`src/rtl/sbu_pkg.sv`:
```
// Shared types and constants for the selective background update core.
package sbu_pkg;

  localparam int PIX_W      = 8;
  localparam int CFG_W      = 8;
  localparam int DIV_W      = PIX_W + 1;
  localparam int DIFF_SCALE = 2;
  localparam int NUM_CELLS  = PIX_W;

  localparam logic [CFG_W-1:0] BG_DIV_RESET = CFG_W'(4);
  localparam logic [CFG_W-1:0] FG_DIV_RESET = CFG_W'(16);

  typedef enum logic [0:0] {
    REG_BG_DIV = 1'b0,
    REG_FG_DIV = 1'b1
  } cfg_reg_t;

  // Data that one pixel carries down the divider chain.
  // acc starts as the dividend and fills with quotient bits from the bottom.
  typedef struct packed {
    logic [DIV_W-1:0] rem;
    logic [PIX_W-1:0] acc;
    logic [DIV_W-1:0] divisor;
    logic [PIX_W-1:0] base;
    logic             add;
    logic             sof;
    logic             eol;
  } sbu_cell_t;

  typedef struct packed {
    logic skid_full;
  } sbu_out_status_t;

endpackage

```
`src/rtl/selective_background_update_core.sv`:
```
// Top level of the selective background update core: config registers and the divider chain.
//
//  Channel  | Ports                                             | Handshake
//  ---------+---------------------------------------------------+----------------------------
//  input    | in_frame_pixel, in_seg_mask, in_background_pixel, | in_valid / in_stall
//           | in_start_of_frame, in_end_of_line                 |
//  result   | out_new_background, out_frame_start_out,          | out_valid / out_stall
//           | out_line_end_out                                  |
//  config   | cfg_index, cfg_data                               | cfg_we, no wait
//
// One pixel request is accepted every cycle while in_stall is low; its result reaches the outputs
// after the front stage captures it at the accepting edge and it passes through the eight divider cells
// and one output register.
// Each of the eight division cells in the chain produces one quotient bit.
// Reset is synchronous and active low; divisors return to 4 and 16.
// A stalled result parks in a skid register; only when it is full does in_stall rise.
module selective_background_update_core (
  input  logic                        clk,
  input  logic                        rst_n,
  input  logic                        cfg_we,
  input  logic [0:0]                  cfg_index,
  input  logic [sbu_pkg::CFG_W-1:0]   cfg_data,
  input  logic                        in_valid,
  output logic                        in_stall,
  input  logic [sbu_pkg::PIX_W-1:0]   in_frame_pixel,
  input  logic [sbu_pkg::PIX_W-1:0]   in_seg_mask,
  input  logic [sbu_pkg::PIX_W-1:0]   in_background_pixel,
  input  logic                        in_start_of_frame,
  input  logic                        in_end_of_line,
  output logic                        out_valid,
  input  logic                        out_stall,
  output logic [sbu_pkg::PIX_W-1:0]   out_new_background,
  output logic                        out_frame_start_out,
  output logic                        out_line_end_out
);
  import sbu_pkg::*;

  logic [CFG_W-1:0] bg_div_r;
  logic [CFG_W-1:0] fg_div_r;
  logic             advance;
  sbu_out_status_t  status;

  logic             chain_valid [NUM_CELLS+1];
  sbu_cell_t        chain_data  [NUM_CELLS+1];

  always_ff @(posedge clk) begin
    if (!rst_n) begin
      bg_div_r <= BG_DIV_RESET;
      fg_div_r <= FG_DIV_RESET;
    end else if (cfg_we) begin
      case (cfg_reg_t'(cfg_index))
        REG_BG_DIV: bg_div_r <= cfg_data;
        REG_FG_DIV: fg_div_r <= cfg_data;
        default: ;
      endcase
    end
  end

  sbu_prep u_prep (
    .clk              (clk),
    .rst_n            (rst_n),
    .advance          (advance),
    .in_valid         (in_valid),
    .frame_pixel      (in_frame_pixel),
    .seg_mask         (in_seg_mask),
    .background_pixel (in_background_pixel),
    .start_of_frame   (in_start_of_frame),
    .end_of_line      (in_end_of_line),
    .bg_div           (bg_div_r),
    .fg_div           (fg_div_r),
    .valid_out        (chain_valid[0]),
    .data_out         (chain_data[0])
  );

  for (genvar i = 0; i < NUM_CELLS; i++) begin : g_cell
    sbu_div_cell u_cell (
      .clk       (clk),
      .rst_n     (rst_n),
      .advance   (advance),
      .valid_in  (chain_valid[i]),
      .data_in   (chain_data[i]),
      .valid_out (chain_valid[i+1]),
      .data_out  (chain_data[i+1])
    );
  end

  sbu_out u_out (
    .clk                 (clk),
    .rst_n               (rst_n),
    .valid_in            (chain_valid[NUM_CELLS]),
    .data_in             (chain_data[NUM_CELLS]),
    .advance             (advance),
    .status              (status),
    .out_valid           (out_valid),
    .out_stall           (out_stall),
    .out_new_background  (out_new_background),
    .out_frame_start_out (out_frame_start_out),
    .out_line_end_out    (out_line_end_out)
  );

  assign in_stall = !advance;

  // The skid register only fills behind a waiting result.
  a_skid_behind_out: assert property (@(posedge clk) disable iff (!rst_n)
    status.skid_full |-> out_valid)
    else $error("skid register holds a result while the output is empty");

  // Once the output is taken, the skid register drains into it.
  a_skid_drains: assert property (@(posedge clk) disable iff (!rst_n)
    status.skid_full && !out_stall |=> !status.skid_full && out_valid)
    else $error("skid register did not drain after the output was taken");

  // The chain holds still while the skid register is full.
  a_chain_frozen: assert property (@(posedge clk) disable iff (!rst_n)
    status.skid_full |=> $stable(chain_valid[NUM_CELLS]))
    else $error("divider chain moved while the skid register was full");

endmodule

```
`src/rtl/sbu_prep.sv`:
```
// Front stage: picks the divisor, forms the difference magnitude and the update direction.
module sbu_prep (
  input  logic                    clk,
  input  logic                    rst_n,
  input  logic                    advance,
  input  logic                    in_valid,
  input  logic [sbu_pkg::PIX_W-1:0] frame_pixel,
  input  logic [sbu_pkg::PIX_W-1:0] seg_mask,
  input  logic [sbu_pkg::PIX_W-1:0] background_pixel,
  input  logic                    start_of_frame,
  input  logic                    end_of_line,
  input  logic [sbu_pkg::CFG_W-1:0] bg_div,
  input  logic [sbu_pkg::CFG_W-1:0] fg_div,
  output logic                    valid_out,
  output sbu_pkg::sbu_cell_t      data_out
);
  import sbu_pkg::*;

  logic             valid_r;
  sbu_cell_t        data_r;
  sbu_cell_t        data_nxt;
  logic             is_bg;
  logic             f_gt_b;
  logic [CFG_W-1:0] raw_div;
  logic [DIV_W-1:0] eff_div;

  always_comb begin
    is_bg   = (seg_mask == '0);
    f_gt_b  = (frame_pixel > background_pixel);
    raw_div = is_bg ? bg_div : fg_div;
    // A zero divisor behaves as one.
    eff_div = (raw_div == '0) ? DIV_W'(1) : DIV_W'(raw_div);

    data_nxt.rem     = '0;
    data_nxt.acc     = f_gt_b ? (frame_pixel - background_pixel)
                              : (background_pixel - frame_pixel);
    data_nxt.divisor = f_gt_b ? DIV_W'(eff_div * DIV_W'(DIFF_SCALE)) : eff_div;
    data_nxt.base    = is_bg ? frame_pixel : background_pixel;
    // Background steps from the frame back toward the old background; foreground creeps toward the frame.
    data_nxt.add     = is_bg ? !f_gt_b : f_gt_b;
    data_nxt.sof     = start_of_frame;
    data_nxt.eol     = end_of_line;
  end

  always_ff @(posedge clk) begin
    if (!rst_n) begin
      valid_r <= 1'b0;
    end else if (advance) begin
      valid_r <= in_valid;
    end
  end

  always_ff @(posedge clk) begin
    if (advance) begin
      data_r <= data_nxt;
    end
  end

  assign valid_out = valid_r;
  assign data_out  = data_r;

endmodule

```
`src/rtl/sbu_div_cell.sv`:
```
// One restoring-division cell: produces one quotient bit and passes the pixel on.
module sbu_div_cell (
  input  logic               clk,
  input  logic               rst_n,
  input  logic               advance,
  input  logic               valid_in,
  input  sbu_pkg::sbu_cell_t data_in,
  output logic               valid_out,
  output sbu_pkg::sbu_cell_t data_out
);
  import sbu_pkg::*;

  logic             valid_r;
  sbu_cell_t        data_r;
  sbu_cell_t        data_nxt;
  logic [DIV_W:0]   rem_sh;
  logic [DIV_W:0]   rem_sub;
  logic             ge;

  always_comb begin
    rem_sh  = {data_in.rem, data_in.acc[PIX_W-1]};
    rem_sub = rem_sh - {1'b0, data_in.divisor};
    ge      = (rem_sh >= {1'b0, data_in.divisor});

    data_nxt     = data_in;
    data_nxt.rem = ge ? rem_sub[DIV_W-1:0] : rem_sh[DIV_W-1:0];
    data_nxt.acc = {data_in.acc[PIX_W-2:0], ge};
  end

  always_ff @(posedge clk) begin
    if (!rst_n) begin
      valid_r <= 1'b0;
    end else if (advance) begin
      valid_r <= valid_in;
    end
  end

  always_ff @(posedge clk) begin
    if (advance) begin
      data_r <= data_nxt;
    end
  end

  assign valid_out = valid_r;
  assign data_out  = data_r;

endmodule

```
`src/rtl/sbu_out.sv`:
```
// Output stage: applies the quotient to the base value and holds the result with a skid register.
module sbu_out (
  input  logic                      clk,
  input  logic                      rst_n,
  input  logic                      valid_in,
  input  sbu_pkg::sbu_cell_t        data_in,
  output logic                      advance,
  output sbu_pkg::sbu_out_status_t  status,
  output logic                      out_valid,
  input  logic                      out_stall,
  output logic [sbu_pkg::PIX_W-1:0] out_new_background,
  output logic                      out_frame_start_out,
  output logic                      out_line_end_out
);
  import sbu_pkg::*;

  logic             out_valid_r;
  logic [PIX_W-1:0] bg_r;
  logic             sof_r;
  logic             eol_r;
  logic             skid_valid_r;
  logic [PIX_W-1:0] skid_bg_r;
  logic             skid_sof_r;
  logic             skid_eol_r;
  logic [PIX_W-1:0] bg_nxt;
  logic             out_free;

  // The result always lies between frame and background, so 8-bit wrap is safe.
  assign bg_nxt   = data_in.add ? (data_in.base + data_in.acc)
                                : (data_in.base - data_in.acc);
  assign out_free = !out_valid_r || !out_stall;
  assign advance  = !skid_valid_r;

  always_ff @(posedge clk) begin
    if (!rst_n) begin
      out_valid_r  <= 1'b0;
      skid_valid_r <= 1'b0;
    end else if (out_free) begin
      if (skid_valid_r) begin
        out_valid_r  <= 1'b1;
        skid_valid_r <= 1'b0;
      end else begin
        out_valid_r  <= valid_in;
      end
    end else if (valid_in && !skid_valid_r) begin
      skid_valid_r <= 1'b1;
    end
  end

  always_ff @(posedge clk) begin
    if (out_free) begin
      if (skid_valid_r) begin
        bg_r  <= skid_bg_r;
        sof_r <= skid_sof_r;
        eol_r <= skid_eol_r;
      end else if (valid_in) begin
        bg_r  <= bg_nxt;
        sof_r <= data_in.sof;
        eol_r <= data_in.eol;
      end
    end else if (valid_in && !skid_valid_r) begin
      skid_bg_r  <= bg_nxt;
      skid_sof_r <= data_in.sof;
      skid_eol_r <= data_in.eol;
    end
  end

  assign status.skid_full    = skid_valid_r;
  assign out_valid           = out_valid_r;
  assign out_new_background  = bg_r;
  assign out_frame_start_out = sof_r;
  assign out_line_end_out    = eol_r;

endmodule

```
`config.mk`:
```
export PLATFORM = sky130hd
export DESIGN_NAME = selective_background_update_core
export DESIGN_NICKNAME = d
export VERILOG_FILES = /design/src/rtl/sbu_pkg.sv /design/src/rtl/selective_background_update_core.sv /design/src/rtl/sbu_prep.sv /design/src/rtl/sbu_div_cell.sv /design/src/rtl/sbu_out.sv
export SDC_FILE = /design/constraint.sdc
export NUM_CORES = 1
export LEC_CHECK = 0
export BUFFER_PORTS_ARGS = -buffer_cell sky130_fd_sc_hd__buf_2
export CAP_MARGIN = 20
export CORE_MARGIN = 2
export CORE_UTILIZATION = 35
export CTS_CLUSTER_SIZE = 16
export DETAILED_ROUTE_END_ITERATION = 10
export PLACE_DENSITY = 0.6
export SYNTH_ARGS = -nofsm -noshare
export SYNTH_HDL_FRONTEND = slang
export SYNTH_HIERARCHICAL = 1
export SYNTH_SLANG_ARGS = --single-unit
export TNS_END_PERCENT = 5
```
`constraint.sdc`:
```
create_clock -name clk -period 16.11 [get_ports clk]
set_clock_uncertainty 0.05 [all_clocks]
set_input_delay 1.611 -clock clk [delete_from_list [all_inputs] [get_ports clk]]
set_output_delay 1.611 -clock clk [all_outputs]
set_load 0.05 [all_outputs]
```
==> summary.md <==
| Metric | Value |
|---|---|
| DP HPWL | 21200 µm |
| Vias per cell | 4.99 |
| Ys Warns | 6 |
| Worst Path Required | 14.45 ns |
| Setup TNS | 0 ns |
| Reg2Reg Depth | 9 |
| Num Clock Sinks | 353 |
| Total CTS buffers | 36 |
| Worst VDD drop | 0.0000720 V |
| Worst Path Arrival | 2.13 ns |
| Vias in the first global route | 10200 |
| Post-DRT Antenna Nets | 0 |
| H-tree Lvls | 2 |
| Hold_buf cts | 0 |
| Avg Cell Area, Syn | 13.3 µm² |
| Initial DRT Pass Iterations | 5 |
| Fin crit period | 3.79 ns |
| Setup Fix Bufs, Post-CTS | 0 |
| Number of placement rows | 82 |
| Sequential cell area | 10300 µm² |
| Clock transition at path regs | 0.06 ns |
| Nets | 1520 |
| Multi-input logic area | 6510 µm² |
| Die Wd | 229 µm |
| Placeable Area | 50000 µm² |
| Worst min path class | reg2reg |
| Filler Cell Count | 4696 |
| DR vias | 10300 |
| DIE HEIGHT | 229 µm |
| Gr usage total | 11.3% |
| Max-Cap Viols | 0 |
| Area of placed instances | 18500 µm² |
| Crit start category | flip-flop |
| Kind of critical path | reg2out |
| Wire length on met1 | 13000 µm |
| Largest net degree at the start of global routing | 201 |
| Peak Freq | 0.264 GHz |
| Mapped Area | 17700 µm² |
| Ports | 52 |
| Residual DRC count | 0 |
| Post-layout power | 3290 µW |
| Wire per inst | 14.4 µm |
| Detailed Route WL | 29900 µm |
| First-pass GRT wire length | 49200 µm |
| Crit-path max FO | 124 |
| Crit end category | output port |
| Post-CTS sizing | 0 |
| P_leak | 0.00741 µW |
| Hold Crit Depth | 0 |
| TritonCTS clock tree | done |
| Diode count | 0 |
| Post-Place Setup Slack | 11.83 ns |
| DR iter-0 viols | 684 |
| Post-Syn Instances | 1334 |
| PD cells | 168 nW/µm² |
| Most common cell after layout, fill and taps aside | edfxtp_1 |
| Cell area after layout | 19600 µm² |
| Worst slew margin | 31.0% |
| Outcome | complete, no violations |
| Starting density of the core | 35.4% |
| Remaining Overflow, GRT | 0 |
| Setup violators final | 0 |
| Routed wl met3 | 1030 µm |
| Max clock buf depth | 3 |
| Unrepaired setup endpoints after global routing | false |
| Uppermost layer routed | met4 |
| Met2 wire len | 14800 µm |
| Final Hold Viols | 0 |
| Clk root buf | clkbuf_16 |
| Clk_lat worst skew | 0.53 ns |
| Initial antenna violation count | 0 |
| Gpl congestion | 0.821 |
| Final Max Tran Viols | 0 |
| Die ar. | 52300 µm² |
| Commonest non-fill, non-tap cells in the layout | 326 x edfxtp_1, 122 x inv_1, 95 x ha_1 |
| Part of the cycle the worst path needs | 23.5% |
| Setup ws final | 12.32 ns |
| Least-Margin Pin Slew | 1.04 ns |
| Share of cells above drive strength 1 | 14.4% |
| PortBufs | 51 |
| P&R area growth vs syn | 11.0% |
| Fin util | 39.3% |
## layout make-up
class | instances | area share, %
inverter | 131 | 2.65
clock buffer | 48 | 4.87
timing repair buffer | 53 | 1.44
sequential | 353 | 52.6
tap | 672 | 4.29
clock inverter | 16 | 0.925
multi-input combinational | 799 | 33.2
## flip-flops by register name, indices dropped and copies added, names as in the netlist
signal,cells
u_out/out_valid,1
u_out/out_new_background,8
u_out/skid_sof_r,1
u_out/out_line_end_out,1
u_prep/data_out,28
u_out/status,1
g_cell.u_cell/data_out,278
fg_div_r,8
u_out/out_frame_start_out,1
u_out/skid_eol_r,1
g_cell.u_cell/valid_out,8
bg_div_r,8
u_out/skid_bg_r,8
u_prep/valid_out,1
## worst max-delay path, stage by stage (launching register included)
cell     delay, ns
dfxtp_1       0.71
inv_8         0.40
inv_1         0.16
buf_2         0.28
## worst paths after layout
kind,slack [ns],from,to
max reg2reg,13.25,g_cell[0].u_cell/data_out[27]$_DFFE_PP_,g_cell[1].u_cell/data_out[32]$_DFFE_PP_
min reg2reg,0.36,g_cell[0].u_cell/data_out[9]$_DFFE_PP_,g_cell[1].u_cell/data_out[9]$_DFFE_PP_
min,0.36,g_cell[0].u_cell/data_out[9]$_DFFE_PP_,g_cell[1].u_cell/data_out[9]$_DFFE_PP_
max,12.32,u_out/status$_SDFFE_PP0P_,in_stall
## layer usage
layer	vias to the layer above	global-route usage, %
met2	201	19.8
met1	4927	13.6
met3	70	1.92
li1	5140	-
met4	0	5.29
met5	-	0
## metrics by stage
| stage | hold slack, ns | cells |
|---|---|---|
| after CTS | 0.353 | 2072 |
| after floorplan | 0.350 | 1342 |
| after global routing | 0.354 | 2072 |
| final | 0.362 | 2072 |
| after global placement | 0.351 | 2008 |
| after detailed placement | 0.355 | 2008 |
## report_power, final
| group | internal, µW | leakage [µW] | total (µW) | switching, µW |
|---|---|---|---|---|
| clock | 469 | 0.000553 | 808 | 339 |
| sequential | 1240 | 0.00366 | 1320 | 80.2 |
| combinational | 532 | 0.00319 | 1160 | 631 |
| total | 2240 | 0.00741 | 3290 | 1050 |
No activity file was read; power rests on OpenSTA's default activity.
